$ cat src/sv/lcdw_pkg.sv
// Shared types, command codes and lookup functions of the LCD window command sequencer.
package lcdw_pkg;

	localparam int unsigned QUEUE_DEPTH = 2;
	localparam int unsigned WORD_W      = 16;
	localparam int unsigned OP_W        = 3;
	localparam int unsigned STEP_W      = 4;

	localparam logic [OP_W-1:0] OP_WINDOW  = 3'd0;
	localparam logic [OP_W-1:0] OP_SCAN    = 3'd1;
	localparam logic [OP_W-1:0] OP_PIXEL   = 3'd2;
	localparam logic [OP_W-1:0] OP_READPT  = 3'd3;
	localparam logic [OP_W-1:0] OP_CONVERT = 3'd4;

	localparam logic [WORD_W-1:0] CMD_HSTART = 16'h0050;
	localparam logic [WORD_W-1:0] CMD_HEND   = 16'h0051;
	localparam logic [WORD_W-1:0] CMD_VSTART = 16'h0052;
	localparam logic [WORD_W-1:0] CMD_VEND   = 16'h0053;
	localparam logic [WORD_W-1:0] CMD_CURX   = 16'h0020;
	localparam logic [WORD_W-1:0] CMD_CURY   = 16'h0021;
	localparam logic [WORD_W-1:0] CMD_GRAM   = 16'h0022;
	localparam logic [WORD_W-1:0] CMD_COLSET = 16'h002A;
	localparam logic [WORD_W-1:0] CMD_PAGSET = 16'h002B;
	localparam logic [WORD_W-1:0] CMD_MEMWR  = 16'h002C;
	localparam logic [WORD_W-1:0] CMD_MEMRD  = 16'h002E;
	localparam logic [WORD_W-1:0] CMD_MADCTL = 16'h0036;

	localparam logic [STEP_W-1:0] STEP_CURSOR   = 4'd8;
	localparam logic [STEP_W-1:0] LAST_WIN_REG  = 4'd12;
	localparam logic [STEP_W-1:0] LAST_WIN_BYTE = 4'd10;
	localparam logic [STEP_W-1:0] LAST_SCAN     = 4'd2;
	localparam logic [STEP_W-1:0] LAST_SINGLE   = 4'd0;

	typedef enum logic [2:0] {
		KIND_WIN_REG  = 3'd0,
		KIND_WIN_BYTE = 3'd1,
		KIND_RD_BYTE  = 3'd2,
		KIND_SCAN     = 3'd3,
		KIND_PIXEL    = 3'd4,
		KIND_COLOR    = 3'd5
	} kind_t;

	typedef struct packed {
		kind_t              kind;
		logic [STEP_W-1:0]  first_step;
		logic [WORD_W-1:0]  w0;
		logic [WORD_W-1:0]  w1;
		logic [WORD_W-1:0]  w2;
		logic [WORD_W-1:0]  w3;
		logic [WORD_W-1:0]  w4;
		logic [WORD_W-1:0]  w5;
	} entry_t;

	function automatic logic [7:0] scan_code(input logic [2:0] idx);
		logic [7:0] code;
		case (idx)
			3'd0:    code = 8'h08;
			3'd1:    code = 8'h88;
			3'd2:    code = 8'h48;
			3'd3:    code = 8'hC8;
			3'd4:    code = 8'h28;
			3'd5:    code = 8'h68;
			3'd6:    code = 8'hA8;
			default: code = 8'hE8;
		endcase
		return code;
	endfunction

	function automatic logic [WORD_W-1:0] reg_cmd(input logic [2:0] idx);
		logic [WORD_W-1:0] code;
		case (idx)
			3'd0:    code = CMD_HSTART;
			3'd1:    code = CMD_HEND;
			3'd2:    code = CMD_VSTART;
			3'd3:    code = CMD_VEND;
			3'd4:    code = CMD_CURX;
			3'd5:    code = CMD_CURY;
			default: code = CMD_GRAM;
		endcase
		return code;
	endfunction

endpackage

$ cat src/sv/lcd_window_command_sequencer.sv
// Top level of the LCD window command sequencer.
//
//  channel | handshake                 | payload
//  --------+---------------------------+------------------------------------------
//  req     | req_valid / req_stall     | op, x_start .. y_cursor, scan_mode,
//          |                           | pixel_word, read_first, read_second
//  word    | word_valid / word_stall   | is_data, bus_word, is_color, last
//  cfg     | cfg_valid / cfg_ready     | cfg_value (controller type)
//
// A request emits one word per step: 13 for a register-type window, 11 for a
// byte-type window or point read, 5 for a register-type point read, 3 for a scan mode,
// 1 for a pixel or a conversion. The word sequencer emits one word a cycle
// unless word_stall holds it. Requests producing nothing are dropped in the front end.
// Reset clears the controller type to the register-indexed family and empties the queue.
// req_stall rises only while the descriptor queue is full; word_stall holds the output
// register and, once the queue fills, backs up into req_stall.
module lcd_window_command_sequencer #(
	parameter int unsigned QUEUE_DEPTH = lcdw_pkg::QUEUE_DEPTH
) (
	input  logic                         clk,
	input  logic                         arst_n,
	input  logic                         cfg_valid,
	output logic                         cfg_ready,
	input  logic                         cfg_value,
	input  logic                         req_valid,
	output logic                         req_stall,
	input  logic [lcdw_pkg::OP_W-1:0]    op,
	input  logic [lcdw_pkg::WORD_W-1:0]  x_start,
	input  logic [lcdw_pkg::WORD_W-1:0]  y_start,
	input  logic [lcdw_pkg::WORD_W-1:0]  x_end,
	input  logic [lcdw_pkg::WORD_W-1:0]  y_end,
	input  logic [lcdw_pkg::WORD_W-1:0]  x_cursor,
	input  logic [lcdw_pkg::WORD_W-1:0]  y_cursor,
	input  logic [3:0]                   scan_mode,
	input  logic [lcdw_pkg::WORD_W-1:0]  pixel_word,
	input  logic [lcdw_pkg::WORD_W-1:0]  read_first,
	input  logic [lcdw_pkg::WORD_W-1:0]  read_second,
	output logic                         word_valid,
	input  logic                         word_stall,
	output logic                         is_data,
	output logic [lcdw_pkg::WORD_W-1:0]  bus_word,
	output logic                         is_color,
	output logic                         last
);

	logic              push_valid;
	logic              push_ready;
	lcdw_pkg::entry_t  push_data;
	logic              head_valid;
	logic              pop;
	lcdw_pkg::entry_t  head_data;

	lcdw_front u_front (
		.clk         (clk),
		.arst_n      (arst_n),
		.cfg_valid   (cfg_valid),
		.cfg_ready   (cfg_ready),
		.cfg_value   (cfg_value),
		.req_valid   (req_valid),
		.req_stall   (req_stall),
		.op          (op),
		.x_start     (x_start),
		.y_start     (y_start),
		.x_end       (x_end),
		.y_end       (y_end),
		.x_cursor    (x_cursor),
		.y_cursor    (y_cursor),
		.scan_mode   (scan_mode),
		.pixel_word  (pixel_word),
		.read_first  (read_first),
		.read_second (read_second),
		.push_valid  (push_valid),
		.push_ready  (push_ready),
		.push_data   (push_data)
	);

	lcdw_queue #(
		.DEPTH (QUEUE_DEPTH)
	) u_queue (
		.clk        (clk),
		.arst_n     (arst_n),
		.push_valid (push_valid),
		.push_ready (push_ready),
		.push_data  (push_data),
		.head_valid (head_valid),
		.pop        (pop),
		.head_data  (head_data)
	);

	lcdw_back u_back (
		.clk        (clk),
		.arst_n     (arst_n),
		.head_valid (head_valid),
		.head_data  (head_data),
		.pop        (pop),
		.word_valid (word_valid),
		.word_stall (word_stall),
		.is_data    (is_data),
		.bus_word   (bus_word),
		.is_color   (is_color),
		.last       (last)
	);

endmodule

$ cat src/sv/lcdw_front.sv
// Front end: holds the controller type, classifies requests and pushes descriptors.
module lcdw_front (
	input  logic                          clk,
	input  logic                          arst_n,
	input  logic                          cfg_valid,
	output logic                          cfg_ready,
	input  logic                          cfg_value,
	input  logic                          req_valid,
	output logic                          req_stall,
	input  logic [lcdw_pkg::OP_W-1:0]     op,
	input  logic [lcdw_pkg::WORD_W-1:0]   x_start,
	input  logic [lcdw_pkg::WORD_W-1:0]   y_start,
	input  logic [lcdw_pkg::WORD_W-1:0]   x_end,
	input  logic [lcdw_pkg::WORD_W-1:0]   y_end,
	input  logic [lcdw_pkg::WORD_W-1:0]   x_cursor,
	input  logic [lcdw_pkg::WORD_W-1:0]   y_cursor,
	input  logic [3:0]                    scan_mode,
	input  logic [lcdw_pkg::WORD_W-1:0]   pixel_word,
	input  logic [lcdw_pkg::WORD_W-1:0]   read_first,
	input  logic [lcdw_pkg::WORD_W-1:0]   read_second,
	output logic                          push_valid,
	input  logic                          push_ready,
	output lcdw_pkg::entry_t              push_data
);

	logic        ctype_q;
	logic        keep;
	logic [3:0]  mode_m1;

	assign cfg_ready = 1'b1;

	always_ff @(posedge clk or negedge arst_n) begin
		if (!arst_n) begin
			ctype_q <= 1'b0;
		end else if (cfg_valid && cfg_ready) begin
			ctype_q <= cfg_value;
		end
	end

	assign mode_m1 = scan_mode - 4'd1;

	always_comb begin
		keep                 = 1'b1;
		push_data.kind       = lcdw_pkg::KIND_PIXEL;
		push_data.first_step = '0;
		push_data.w0         = x_start;
		push_data.w1         = x_end;
		push_data.w2         = y_start;
		push_data.w3         = y_end;
		push_data.w4         = x_cursor;
		push_data.w5         = y_cursor;
		case (op)
			lcdw_pkg::OP_WINDOW: begin
				push_data.kind = ctype_q ? lcdw_pkg::KIND_WIN_BYTE : lcdw_pkg::KIND_WIN_REG;
			end
			lcdw_pkg::OP_SCAN: begin
				push_data.kind = lcdw_pkg::KIND_SCAN;
				push_data.w0   = {8'h00, lcdw_pkg::scan_code(mode_m1[2:0])};
				keep           = (scan_mode != 4'd0) && (scan_mode <= 4'd8);
			end
			lcdw_pkg::OP_PIXEL: begin
				push_data.kind = lcdw_pkg::KIND_PIXEL;
				push_data.w0   = pixel_word;
			end
			lcdw_pkg::OP_READPT: begin
				if (ctype_q) begin
					push_data.kind = lcdw_pkg::KIND_RD_BYTE;
					push_data.w1   = x_start;
					push_data.w3   = y_start;
				end else begin
					push_data.kind       = lcdw_pkg::KIND_WIN_REG;
					push_data.first_step = lcdw_pkg::STEP_CURSOR;
					push_data.w4         = x_start;
					push_data.w5         = y_start;
				end
			end
			lcdw_pkg::OP_CONVERT: begin
				push_data.kind = lcdw_pkg::KIND_COLOR;
				push_data.w0   = ctype_q ?
					{read_first[15:11], read_first[7:2], read_second[15:11]} : read_first;
			end
			default: begin
				keep = 1'b0;
			end
		endcase
	end

	assign req_stall  = !push_ready;
	assign push_valid = req_valid && keep;

endmodule

$ cat src/sv/lcdw_queue.sv
// Short descriptor queue between the front end and the word sequencer.
module lcdw_queue #(
	parameter int unsigned DEPTH = lcdw_pkg::QUEUE_DEPTH
) (
	input  logic              clk,
	input  logic              arst_n,
	input  logic              push_valid,
	output logic              push_ready,
	input  lcdw_pkg::entry_t  push_data,
	output logic              head_valid,
	input  logic              pop,
	output lcdw_pkg::entry_t  head_data
);

	localparam int unsigned PTR_W = (DEPTH > 1) ? $clog2(DEPTH) : 1;
	localparam int unsigned CNT_W = $clog2(DEPTH + 1);
	localparam logic [PTR_W-1:0] PTR_LAST = PTR_W'(DEPTH - 1);
	localparam logic [CNT_W-1:0] CNT_FULL = CNT_W'(DEPTH);

	lcdw_pkg::entry_t   mem_q [DEPTH];
	logic [PTR_W-1:0]   wr_ptr_q;
	logic [PTR_W-1:0]   rd_ptr_q;
	logic [CNT_W-1:0]   count_q;
	logic               do_push;
	logic               do_pop;

	assign push_ready = (count_q != CNT_FULL);
	assign head_valid = (count_q != '0);
	assign head_data  = mem_q[rd_ptr_q];
	assign do_push    = push_valid && push_ready;
	assign do_pop     = pop && head_valid;

	always_ff @(posedge clk) begin
		if (do_push) begin
			mem_q[wr_ptr_q] <= push_data;
		end
	end

	always_ff @(posedge clk or negedge arst_n) begin
		if (!arst_n) begin
			wr_ptr_q <= '0;
			rd_ptr_q <= '0;
			count_q  <= '0;
		end else begin
			if (do_push) begin
				wr_ptr_q <= (wr_ptr_q == PTR_LAST) ? '0 : wr_ptr_q + 1'b1;
			end
			if (do_pop) begin
				rd_ptr_q <= (rd_ptr_q == PTR_LAST) ? '0 : rd_ptr_q + 1'b1;
			end
			case ({do_push, do_pop})
				2'b10:   count_q <= count_q + 1'b1;
				2'b01:   count_q <= count_q - 1'b1;
				default: count_q <= count_q;
			endcase
		end
	end

endmodule

$ cat src/sv/lcdw_back.sv
// Back end: steps each descriptor, one bus word per cycle unless stalled.
module lcdw_back (
	input  logic                         clk,
	input  logic                         arst_n,
	input  logic                         head_valid,
	input  lcdw_pkg::entry_t             head_data,
	output logic                         pop,
	output logic                         word_valid,
	input  logic                         word_stall,
	output logic                         is_data,
	output logic [lcdw_pkg::WORD_W-1:0]  bus_word,
	output logic                         is_color,
	output logic                         last
);

	logic                          active_q;
	logic [lcdw_pkg::STEP_W-1:0]   step_q;
	logic [lcdw_pkg::STEP_W-1:0]   cur_step;
	logic [lcdw_pkg::STEP_W-1:0]   last_step;
	logic                          advance;
	logic                          n_data;
	logic                          n_color;
	logic                          n_last;
	logic [lcdw_pkg::WORD_W-1:0]   n_word;
	logic [lcdw_pkg::WORD_W-1:0]   reg_src;
	logic                          valid_q;
	logic                          data_q;
	logic                          color_q;
	logic                          last_q;
	logic [lcdw_pkg::WORD_W-1:0]   word_q;

	assign cur_step = active_q ? step_q : head_data.first_step;

	always_comb begin
		case (cur_step[3:1])
			3'd0:    reg_src = head_data.w0;
			3'd1:    reg_src = head_data.w1;
			3'd2:    reg_src = head_data.w2;
			3'd3:    reg_src = head_data.w3;
			3'd4:    reg_src = head_data.w4;
			default: reg_src = head_data.w5;
		endcase
	end

	always_comb begin
		n_data    = 1'b0;
		n_color   = 1'b0;
		n_word    = head_data.w0;
		last_step = lcdw_pkg::LAST_SINGLE;
		case (head_data.kind)
			lcdw_pkg::KIND_PIXEL: begin
				n_data = 1'b1;
			end
			lcdw_pkg::KIND_COLOR: begin
				n_color = 1'b1;
			end
			lcdw_pkg::KIND_SCAN: begin
				last_step = lcdw_pkg::LAST_SCAN;
				case (cur_step)
					4'd0:    n_word = lcdw_pkg::CMD_MADCTL;
					4'd1:    n_data = 1'b1;
					default: n_word = lcdw_pkg::CMD_MEMWR;
				endcase
			end
			lcdw_pkg::KIND_WIN_REG: begin
				last_step = lcdw_pkg::LAST_WIN_REG;
				if (cur_step[0]) begin
					n_data = 1'b1;
					n_word = reg_src;
				end else begin
					n_word = lcdw_pkg::reg_cmd(cur_step[3:1]);
				end
			end
			lcdw_pkg::KIND_WIN_BYTE, lcdw_pkg::KIND_RD_BYTE: begin
				last_step = lcdw_pkg::LAST_WIN_BYTE;
				case (cur_step)
					4'd0:  n_word = lcdw_pkg::CMD_COLSET;
					4'd5:  n_word = lcdw_pkg::CMD_PAGSET;
					4'd10: n_word = (head_data.kind == lcdw_pkg::KIND_RD_BYTE) ?
						lcdw_pkg::CMD_MEMRD : lcdw_pkg::CMD_MEMWR;
					4'd1, 4'd3: begin
						n_data = 1'b1;
						n_word = {8'h00, (cur_step == 4'd1 ? head_data.w0[15:8]
							: head_data.w1[15:8])};
					end
					4'd2, 4'd4: begin
						n_data = 1'b1;
						n_word = {8'h00, (cur_step == 4'd2 ? head_data.w0[7:0]
							: head_data.w1[7:0])};
					end
					4'd6, 4'd8: begin
						n_data = 1'b1;
						n_word = {8'h00, (cur_step == 4'd6 ? head_data.w2[15:8]
							: head_data.w3[15:8])};
					end
					4'd7, 4'd9: begin
						n_data = 1'b1;
						n_word = {8'h00, (cur_step == 4'd7 ? head_data.w2[7:0]
							: head_data.w3[7:0])};
					end
					default: n_word = lcdw_pkg::CMD_MEMWR;
				endcase
			end
			default: begin
				n_word = head_data.w0;
			end
		endcase
	end

	assign n_last  = (cur_step == last_step);
	assign advance = head_valid && (!valid_q || !word_stall);
	assign pop     = advance && n_last;

	always_ff @(posedge clk or negedge arst_n) begin
		if (!arst_n) begin
			active_q <= 1'b0;
			step_q   <= '0;
			valid_q  <= 1'b0;
		end else begin
			if (advance) begin
				valid_q  <= 1'b1;
				active_q <= !n_last;
				step_q   <= cur_step + 1'b1;
			end else if (!word_stall) begin
				valid_q <= 1'b0;
			end
		end
	end

	always_ff @(posedge clk) begin
		if (advance) begin
			data_q  <= n_data;
			color_q <= n_color;
			last_q  <= n_last;
			word_q  <= n_word;
		end
	end

	assign word_valid = valid_q;
	assign is_data    = data_q;
	assign is_color   = color_q;
	assign last       = last_q;
	assign bus_word   = word_q;

endmodule
$ cat config.mk
export PLATFORM = sky130hd
export DESIGN_NAME = lcd_window_command_sequencer
export DESIGN_NICKNAME = d
export VERILOG_FILES = /design/src/sv/lcdw_pkg.sv /design/src/sv/lcd_window_command_sequencer.sv /design/src/sv/lcdw_front.sv /design/src/sv/lcdw_queue.sv /design/src/sv/lcdw_back.sv
export SDC_FILE = /design/constraint.sdc
export NUM_CORES = 1
export LEC_CHECK = 0
export ABC_AREA = 1
export ABC_CLOCK_PERIOD_IN_PS = 9600
export BUFFER_PORTS_ARGS = -buffer_cell sky130_fd_sc_hd__buf_2
export CORE_MARGIN = 2
export CORE_UTILIZATION = 60
export DETAILED_ROUTE_END_ITERATION = 10
export PLACE_DENSITY = 0.82
export SYNTH_ARGS = -nofsm -noshare
export SYNTH_HDL_FRONTEND = slang
export SYNTH_SLANG_ARGS = --single-unit
$ cat constraint.sdc
create_clock -name clk -period 9.6 [get_ports clk]
set_clock_uncertainty 0.1 [all_clocks]
set_input_delay 1.92 -clock clk [delete_from_list [all_inputs] [get_ports clk]]
set_output_delay 1.92 -clock clk [all_outputs]
set_load 0.005 [all_outputs]
==> results of run 1 <==
-- flip-flops by register name, summed over array words and instances (netlist names) --
| signal | cells |
|---|---|
| u_back.active_q | 1 |
| u_back.bus_word | 16 |
| u_back.is_color | 1 |
| u_back.is_data | 1 |
| u_back.last | 1 |
| u_back.step_q | 4 |
| u_back.word_valid | 1 |
| u_front.ctype_q | 1 |
| u_queue.count_q | 2 |
| u_queue.mem_q | 200 |
| u_queue.rd_ptr_q | 1 |
| u_queue.wr_ptr_q | 1 |
-- worst register-to-register path, stage by stage (launching register included) --
cell	delay (ps)
dfrtp_4	690
inv_2	540
nand2_1	140
nand2_1	90
nand2_1	70
nand2_1	350
nand2_1	650
inv_1	600
a31oi_1	270
o21ai_1	140
o211ai_1	190
-- cells by family after synthesis --
logic type                 Yosys count  synth area share, %
AOI/OAI and AO/OA                  215                 10.5
xor gates and xnor gates             6                0.448
adders and majority gates            5                0.533
buffers and inverters              179                 6.50
DFF                                230                 58.4
muxes                                8                0.682
other                                1               0.0320
and+or+nand+nor                    649                 22.9
-- layer usage --
| metal | up-vias | routed length [um] |
|---|---|---|
| li1 | 4626 | - |
| met2 | 526 | 16100 |
| met5 | - | 13 |
| met4 | 2 | 1070 |
| met3 | 88 | 3060 |
| met1 | 4557 | 13800 |
-- worst max path at each step --
stage | start | to | depth (start not counted)
final | scan_mode[0] | u_queue.mem_q[0][4] | 10
after global placement | scan_mode[0] | u_queue.mem_q[0][43] | 10
after floorplan | scan_mode[0] | u_queue.mem_q[0][0] | 8
after global routing | scan_mode[0] | u_queue.mem_q[0][53] | 10
after CTS | scan_mode[0] | u_queue.mem_q[0][4] | 10
after detailed placement | scan_mode[0] | u_queue.mem_q[0][37] | 10
-- layout make-up --
class | instances | area (um2) | area share, %
clock buffer | 34 | 637 | 4.75
inverter | 122 | 458 | 3.42
tap | 265 | 332 | 2.47
clock inverter | 8 | 73.8 | 0.551
sequential | 230 | 6860 | 51.2
timing repair buffer | 174 | 891 | 6.65
multi-input combinational | 884 | 4150 | 31.0
-- cell usage in the layout, fill, tap and decap left out, types with 5 or more instances in the layout --
master     count
a21boi_0       6
clkbuf_16     23
nor2_2         5
nand2_1      403
o21ai_1       13
a31oi_1       11
nand4_1       21
o211ai_1      19
a21oi_1       88
clkinv_1       7
nor3_1         6
ha_1           5
dfrtp_1       10
nor2_1       143
mux2i_1        8
nand3_1       46
clkbuf_1       9
inv_2          7
buf_2        166
o2111ai_1      5
o21ai_0       57
buf_4          8
or2_2          8
edfxtp_1     219
inv_1        113
-- power groups by stage --
stage	Combinational, mW	Sequential [mW]	Clock [mW]
2_1_floorplan	1.01	1.41	0
3_3_place_gp	1.45	1.44	0
3_5_place_dp	1.46	1.44	0
4_1_cts	1.46	1.42	0.862
5_1_grt	1.63	1.44	0.901
6_report	1.50	1.42	0.856
-- through the flow --
step | instance area, um2 | utilization [%] | total power [mW] | instances | worst slack [ps]
after floorplan | 11700 | - | 2.43 | 1293 | 1880
after global placement | 12700 | 65.6 | 2.88 | 1675 | 4180
after detailed placement | 12700 | 65.6 | 2.90 | 1675 | 4120
after CTS | 13400 | 69.3 | 3.75 | 1717 | 4670
after global routing | 13400 | 69.3 | 3.97 | 1717 | 4410
final | 13400 | 69.3 | 3.78 | 1717 | 4700
==> results.py, run 1 <==
metrics = {
    "global_routing": {
        "use_met2_pct": 52.7,
        "use_met1_pct": 46.9,
        "grt_first_pass_wirelength_um": 50800,
        "grt_max_degree": 77,
        "top_usage_layer": "met2",
        "grt_usage_pct": 33.1,
        "grt_use_met3_pct": 5.53,
        "grt_pass1_vias": 8996,
        "grt_overflow_total": 0,
        "antenna_found_initial": 1,
    },
    "floorplan": {
        "num_rows": 51,
        "fp.dieH_um": 144,
        "core_area_um2": 19300,
        "dieArea_um2": 20700,
        "io_pins": 179,
        "initial_core_util_pct": 60.7,
        "die_w_um": 144,
    },
    "synth": {
        "synth_ff_type": "edfxtp_1",
        "ys_seq_area_share_pct": 58.4,
        "synth_area_um2": 11700,
        "syn_avg_cell_area_um2": 9.08,
        "ys_warn_count": 0,
        "synth.area.top_cells": "edfxtp_1 (56%), nand2_1 (13%), nor2_1 (4.7%)",
        "postSynth.asyncResetShare_pct": 4.78,
        "synth_most_common_cell": "nand2_1",
        "synthDominantCellAreaShare_pct": 56.0,
        "synthCells": 1293,
        "synth_edf_count": 219,
        "ys_seq_elements": 230,
        "synth_nets": 1455,
        "synth.distinct_cells": 45,
        "yosysTopAreaCell": "edfxtp_1",
        "synthTopCellsByCount": "nand2_1 (403), edfxtp_1 (219), nor2_1 (147)",
    },
    "min_path": {
        "hold_end": "u_back.word_valid",
        "hold_path.class": "register to register",
        "whs_path_depth": 2,
        "min_from": "u_back.word_valid",
    },
    "setup_path": {
        "worstSetupEndpointType": "register",
        "path_cells": "buf_2 > inv_1 > ha_1 > inv_1 > or2_2 > xnor2_1 > nand2_1 > o2111ai_1 > nor2_4 > buf_4",
        "r2r_end": "u_back.bus_word[8]",
        "crit_type": "primary input to register",
        "slowest_stage": "buf_4",
        "crit_family": "simple AND/OR/NAND/NOR gates",
        "cp_data_required_time_ps": 9650,
        "crit_top_cell": "inv_1",
        "critPathMaxStageDelay_ps": 870,
        "startpoint_type": "primary input",
        "crit_buf_inv": 4,
        "critPathArrivalTime_ps": 4950,
        "r2r_start": "u_queue.rd_ptr_q",
        "rr_worst_depth": 10,
        "crit_fanout": 72,
        "r2r_slack_ps": 5470,
    },
    "timing": {
        "fin_crit_sh_pct": 51.0,
        "report.final.slew_viol_count": 0,
        "relSlewSlack_pct": 29.2,
        "holdWs_ps": 402,
        "min_period_ps": 4900,
        "final_hold_viol_count": 0,
        "rsz0062_at_grt": "false",
        "setup_tns_ps": 0,
        "max_clock_freq_mhz": 204,
        "setup_viol": 0,
        "worstMarginPinSlew_ps": 1060,
    },
    "pwr": {
        "power_frac_seq_pct": 37.7,
        "pwr-share-comb_pct": 39.7,
        "switching_share_pct": 41.4,
        "p_switching_mw": 1.57,
        "p_clk_share_pct": 22.7,
        "p_int_mw": 2.21,
        "p_leak_nw": 5.77,
        "ir_drop_v": 0.000152,
        "powerDensity_nw_per_um2": 282,
    },
    "final_layout": {
        "layout-drive-gt1-share_pct": 16.7,
        "antenna_cells": 0,
        "nets": 1597,
        "area_growth_pct": 14.2,
        "fillers": 1512,
    },
    "cts": {
        "ctsResizeCount": 0,
        "post_cts_buffers": 0,
        "cts_tree": "built",
        "numCtsBuffers": 23,
        "hold_buffers": 0,
        "cts-htree-levels": 1,
        "clockBufferDepth": 3,
        "clockRootBuffer": "clkbuf_16",
        "clock-sinks": 230,
        "clk_pin_slew_ps": 60,
        "insertion_delay_ps": 530,
    },
    "routing": {
        "drt_iter0_markers": 1087,
        "ant_nets": 0,
        "drc": 0,
        "viasPerCell": 5.71,
        "drt-pass1-iter-count": 6,
        "vias": 9799,
        "post_drt_wl_per_cell_um": 19.8,
        "drt-total-wl_um": 34000,
    },
    "flow_run": {
        "cap_viol_max_count": 0,
    },
    "place": {
        "io_buffers": 166,
        "place.gp.congestion": 1.02,
        "dp_hpwl_um": 24400,
    },
    "outcome": {
        "outcome": "finished clean",
    },
}
Note: power is estimated with default switching activity, not from simulation.
==> inputs of run 2 (changes only) <==
- ABC_AREA: 1 -> 0
- ABC_CLOCK_PERIOD_IN_PS: 9600 -> 5010
- CORE_UTILIZATION: 60 -> 58
- PLACE_DENSITY: 0.82 -> 0.79
- clock period: 9.6 -> 5.01 ns (I/O delays scaled with it)
==> results.py, run 2 <==
metrics = {
    "outcome": {
        "outcome": "finished clean",
    },
    "global_routing": {
        "grt_max_degree": 101,
        "antenna_found_initial": 0,
        "grt_first_pass_wirelength_um": 48200,
        "grt_pass1_vias": 8269,
        "grt_overflow_total": 0,
        "grt_usage_pct": 29.3,
    },
    "setup_path": {
        "path_cells": "buf_12 > mux2i_1 > nor4_1 > a221oi_1 > o21ai_0 > o21bai_1 > a32oi_1",
        "startpoint_type": "register",
        "setup.worst_path.start": "u_queue.rd_ptr_q",
        "crit_buf_inv": 1,
        "crit_family": "flip-flops",
        "critPathMaxStageDelay_ps": 1010,
        "r2r_slack_ps": 1560,
        "worstSetupEndpointType": "register",
        "slowest_stage": "dfrtp_4",
        "r2r_end": "u_back.bus_word[4]",
        "cp_data_required_time_ps": 5130,
        "crit_type": "register to register",
        "r2r_start": "u_queue.rd_ptr_q",
        "rr_worst_depth": 7,
        "endpoint": "u_back.bus_word[4]",
        "crit_fanout": 65,
        "critPathArrivalTime_ps": 3560,
        "worstSetupPathDepth": 7,
    },
    "place": {
        "io_buffers": 166,
        "dp_hpwl_um": 22400,
        "place_area_um2": 12900,
        "place.gp.congestion": 1.05,
    },
    "synth": {
        "synth.distinct_cells": 73,
        "ys_seq_elements": 230,
        "synthTopCellsByCount": "edfxtp_1 (219), mux2_2 (95), mux2i_1 (81)",
        "postSynth.asyncResetShare_pct": 4.78,
        "synthCells": 918,
        "ys_warn_count": 0,
        "synth_area_um2": 11800,
        "synth_edf_count": 219,
        "yosysTopAreaCell": "edfxtp_1",
        "synth_most_common_cell": "edfxtp_1",
        "synth_ff_type": "edfxtp_1",
        "synth_nets": 1080,
        "ys_seq_area_share_pct": 58.0,
        "synthDominantCellAreaShare_pct": 55.7,
        "syn_avg_cell_area_um2": 12.9,
        "synth.area.top_cells": "edfxtp_1 (56%), mux2_2 (9.1%), mux2i_1 (6.9%)",
    },
    "timing": {
        "final_hold_viol_count": 0,
        "setup_tns_ps": 0,
        "report.final.slew_viol_count": 0,
        "worstMarginPinSlew_ps": 975,
        "min_period_ps": 3450,
        "max_clock_freq_mhz": 290,
        "fin_crit_sh_pct": 68.8,
        "rsz0062_at_grt": "false",
        "setup_viol": 0,
        "relSlewSlack_pct": 34.9,
    },
    "final_layout": {
        "antenna_cells": 0,
        "final_common_cell": "edfxtp_1",
        "nets": 1230,
        "area_growth_pct": 15.0,
        "regMostFlops": "u_queue.mem_q",
        "largest_reg_flops": 200,
        "layout-drive-gt1-share_pct": 30.9,
        "layout_common_cells": "edfxtp_1 (219), buf_2 (166), mux2_2 (95)",
        "design_area_um2": 13600,
    },
    "floorplan": {
        "initial_core_util_pct": 58.7,
        "core_area_um2": 20100,
        "dieArea_um2": 21500,
        "io_pins": 179,
        "num_rows": 52,
        "die_w_um": 147,
        "fp.dieH_um": 147,
    },
    "cts": {
        "cts_tree": "built",
        "hold_buffers": 0,
        "clk_pin_slew_ps": 60,
        "clock-sinks": 230,
        "clockBufferDepth": 3,
        "cts-htree-levels": 1,
        "insertion_delay_ps": 510,
        "numCtsBuffers": 23,
        "post_cts_buffers": 0,
        "ctsResizeCount": 0,
        "clockRootBuffer": "clkbuf_16",
    },
    "pwr": {
        "p_leak_nw": 4.96,
        "powerDensity_nw_per_um2": 535,
        "ir_drop_v": 0.000307,
    },
    "routing": {
        "viasPerCell": 6.41,
        "drt_iter0_markers": 1011,
        "drt-pass1-iter-count": 6,
        "vias": 8691,
        "post_drt_wl_per_cell_um": 23.7,
        "ant_nets": 0,
        "drt-total-wl_um": 32100,
        "drc": 0,
    },
    "flow_run": {
        "cap_viol_max_count": 0,
    },
    "min_path": {
        "hold_path.class": "primary input to async pin",
    },
}
[run 2: cell types whose count changed in the layout (fill, tap and decap cells not counted), sizes merged, moves of 15 or more]
cell,delta
o21ai,-28
inv,-104
mux2i,+73
nor3,+15
a21oi,-42
nand4,-18
nand2,-358
mux2,+96
o22ai,+52
nand3,-42
nor2,-104
[run 2: cell type report]
| type | count | area [um2] |
|---|---|---|
| repair buffers | 185 | 1010 |
| well taps | 270 | 338 |
| fillers | 1426 | 6520 |
| clock buffers | 31 | 626 |
| multi-input cells | 611 | 4600 |
| inverters | 17 | 63.8 |
| flip-flops and latches | 230 | 6860 |
| clock inverters | 11 | 83.8 |
[run 2: worst min path at each step]
stage / endpoint / slack, ps
final: u_back.step_q[0] / 260
after detailed placement: u_back.word_valid / 370
after global placement: u_back.word_valid / 360
after global routing: u_back.active_q / 280
after CTS: u_back.step_q[0] / 260
after floorplan: u_back.word_valid / 380
[run 2: logic make-up (layout without fill, tap and decap cells)]
| group | Yosys count | after routing | share of synthesized area (%) |
|---|---|---|---|
| muxes | 182 | 182 | 17.0 |
| DFF | 230 | 230 | 58.0 |
| adders and majority gates | 5 | 5 | 0.530 |
| and+or+nand+nor | 179 | 179 | 7.24 |
| other | 1 | 1 | 0.0318 |
| xor gates and xnor gates | 10 | 10 | 0.742 |
| AOI/OAI and AO/OA | 234 | 234 | 13.3 |
| buffers and inverters | 77 | 244 | 3.17 |
[run 2: power breakdown]
group	internal [mW]	switching (mW)	leakage, nW
sequential	2.54	0.303	2.14
clock	0.928	0.680	0.350
combinational	1.04	1.79	2.46
total	4.50	2.77	4.96
[run 2: stage by stage]
stage / setup WS (ps) / utilization [%] / power (mW) / std cells / hold WS, ps
2_1_floorplan: -75.0 / - / 4.68 / 918 / 377
3_3_place_gp: 1380 / 64.0 / 5.59 / 1313 / 362
3_5_place_dp: 1330 / 64.0 / 5.61 / 1313 / 374
4_1_cts: 1650 / 67.6 / 7.21 / 1355 / 262
5_1_grt: 1470 / 67.6 / 7.54 / 1355 / 281
6_report: 1560 / 67.6 / 7.27 / 1355 / 263
[run 2: layer usage]
| layer | routed length, um | global-route usage, % | vias to the layer above |
|---|---|---|---|
| met5 | 0 | 0 | - |
| met4 | 831 | 8.64 | 0 |
| met2 | 14500 | 45.4 | 541 |
| met3 | 3010 | 5.00 | 64 |
| met1 | 13700 | 43.0 | 4171 |
| li1 | - | - | 3915 |
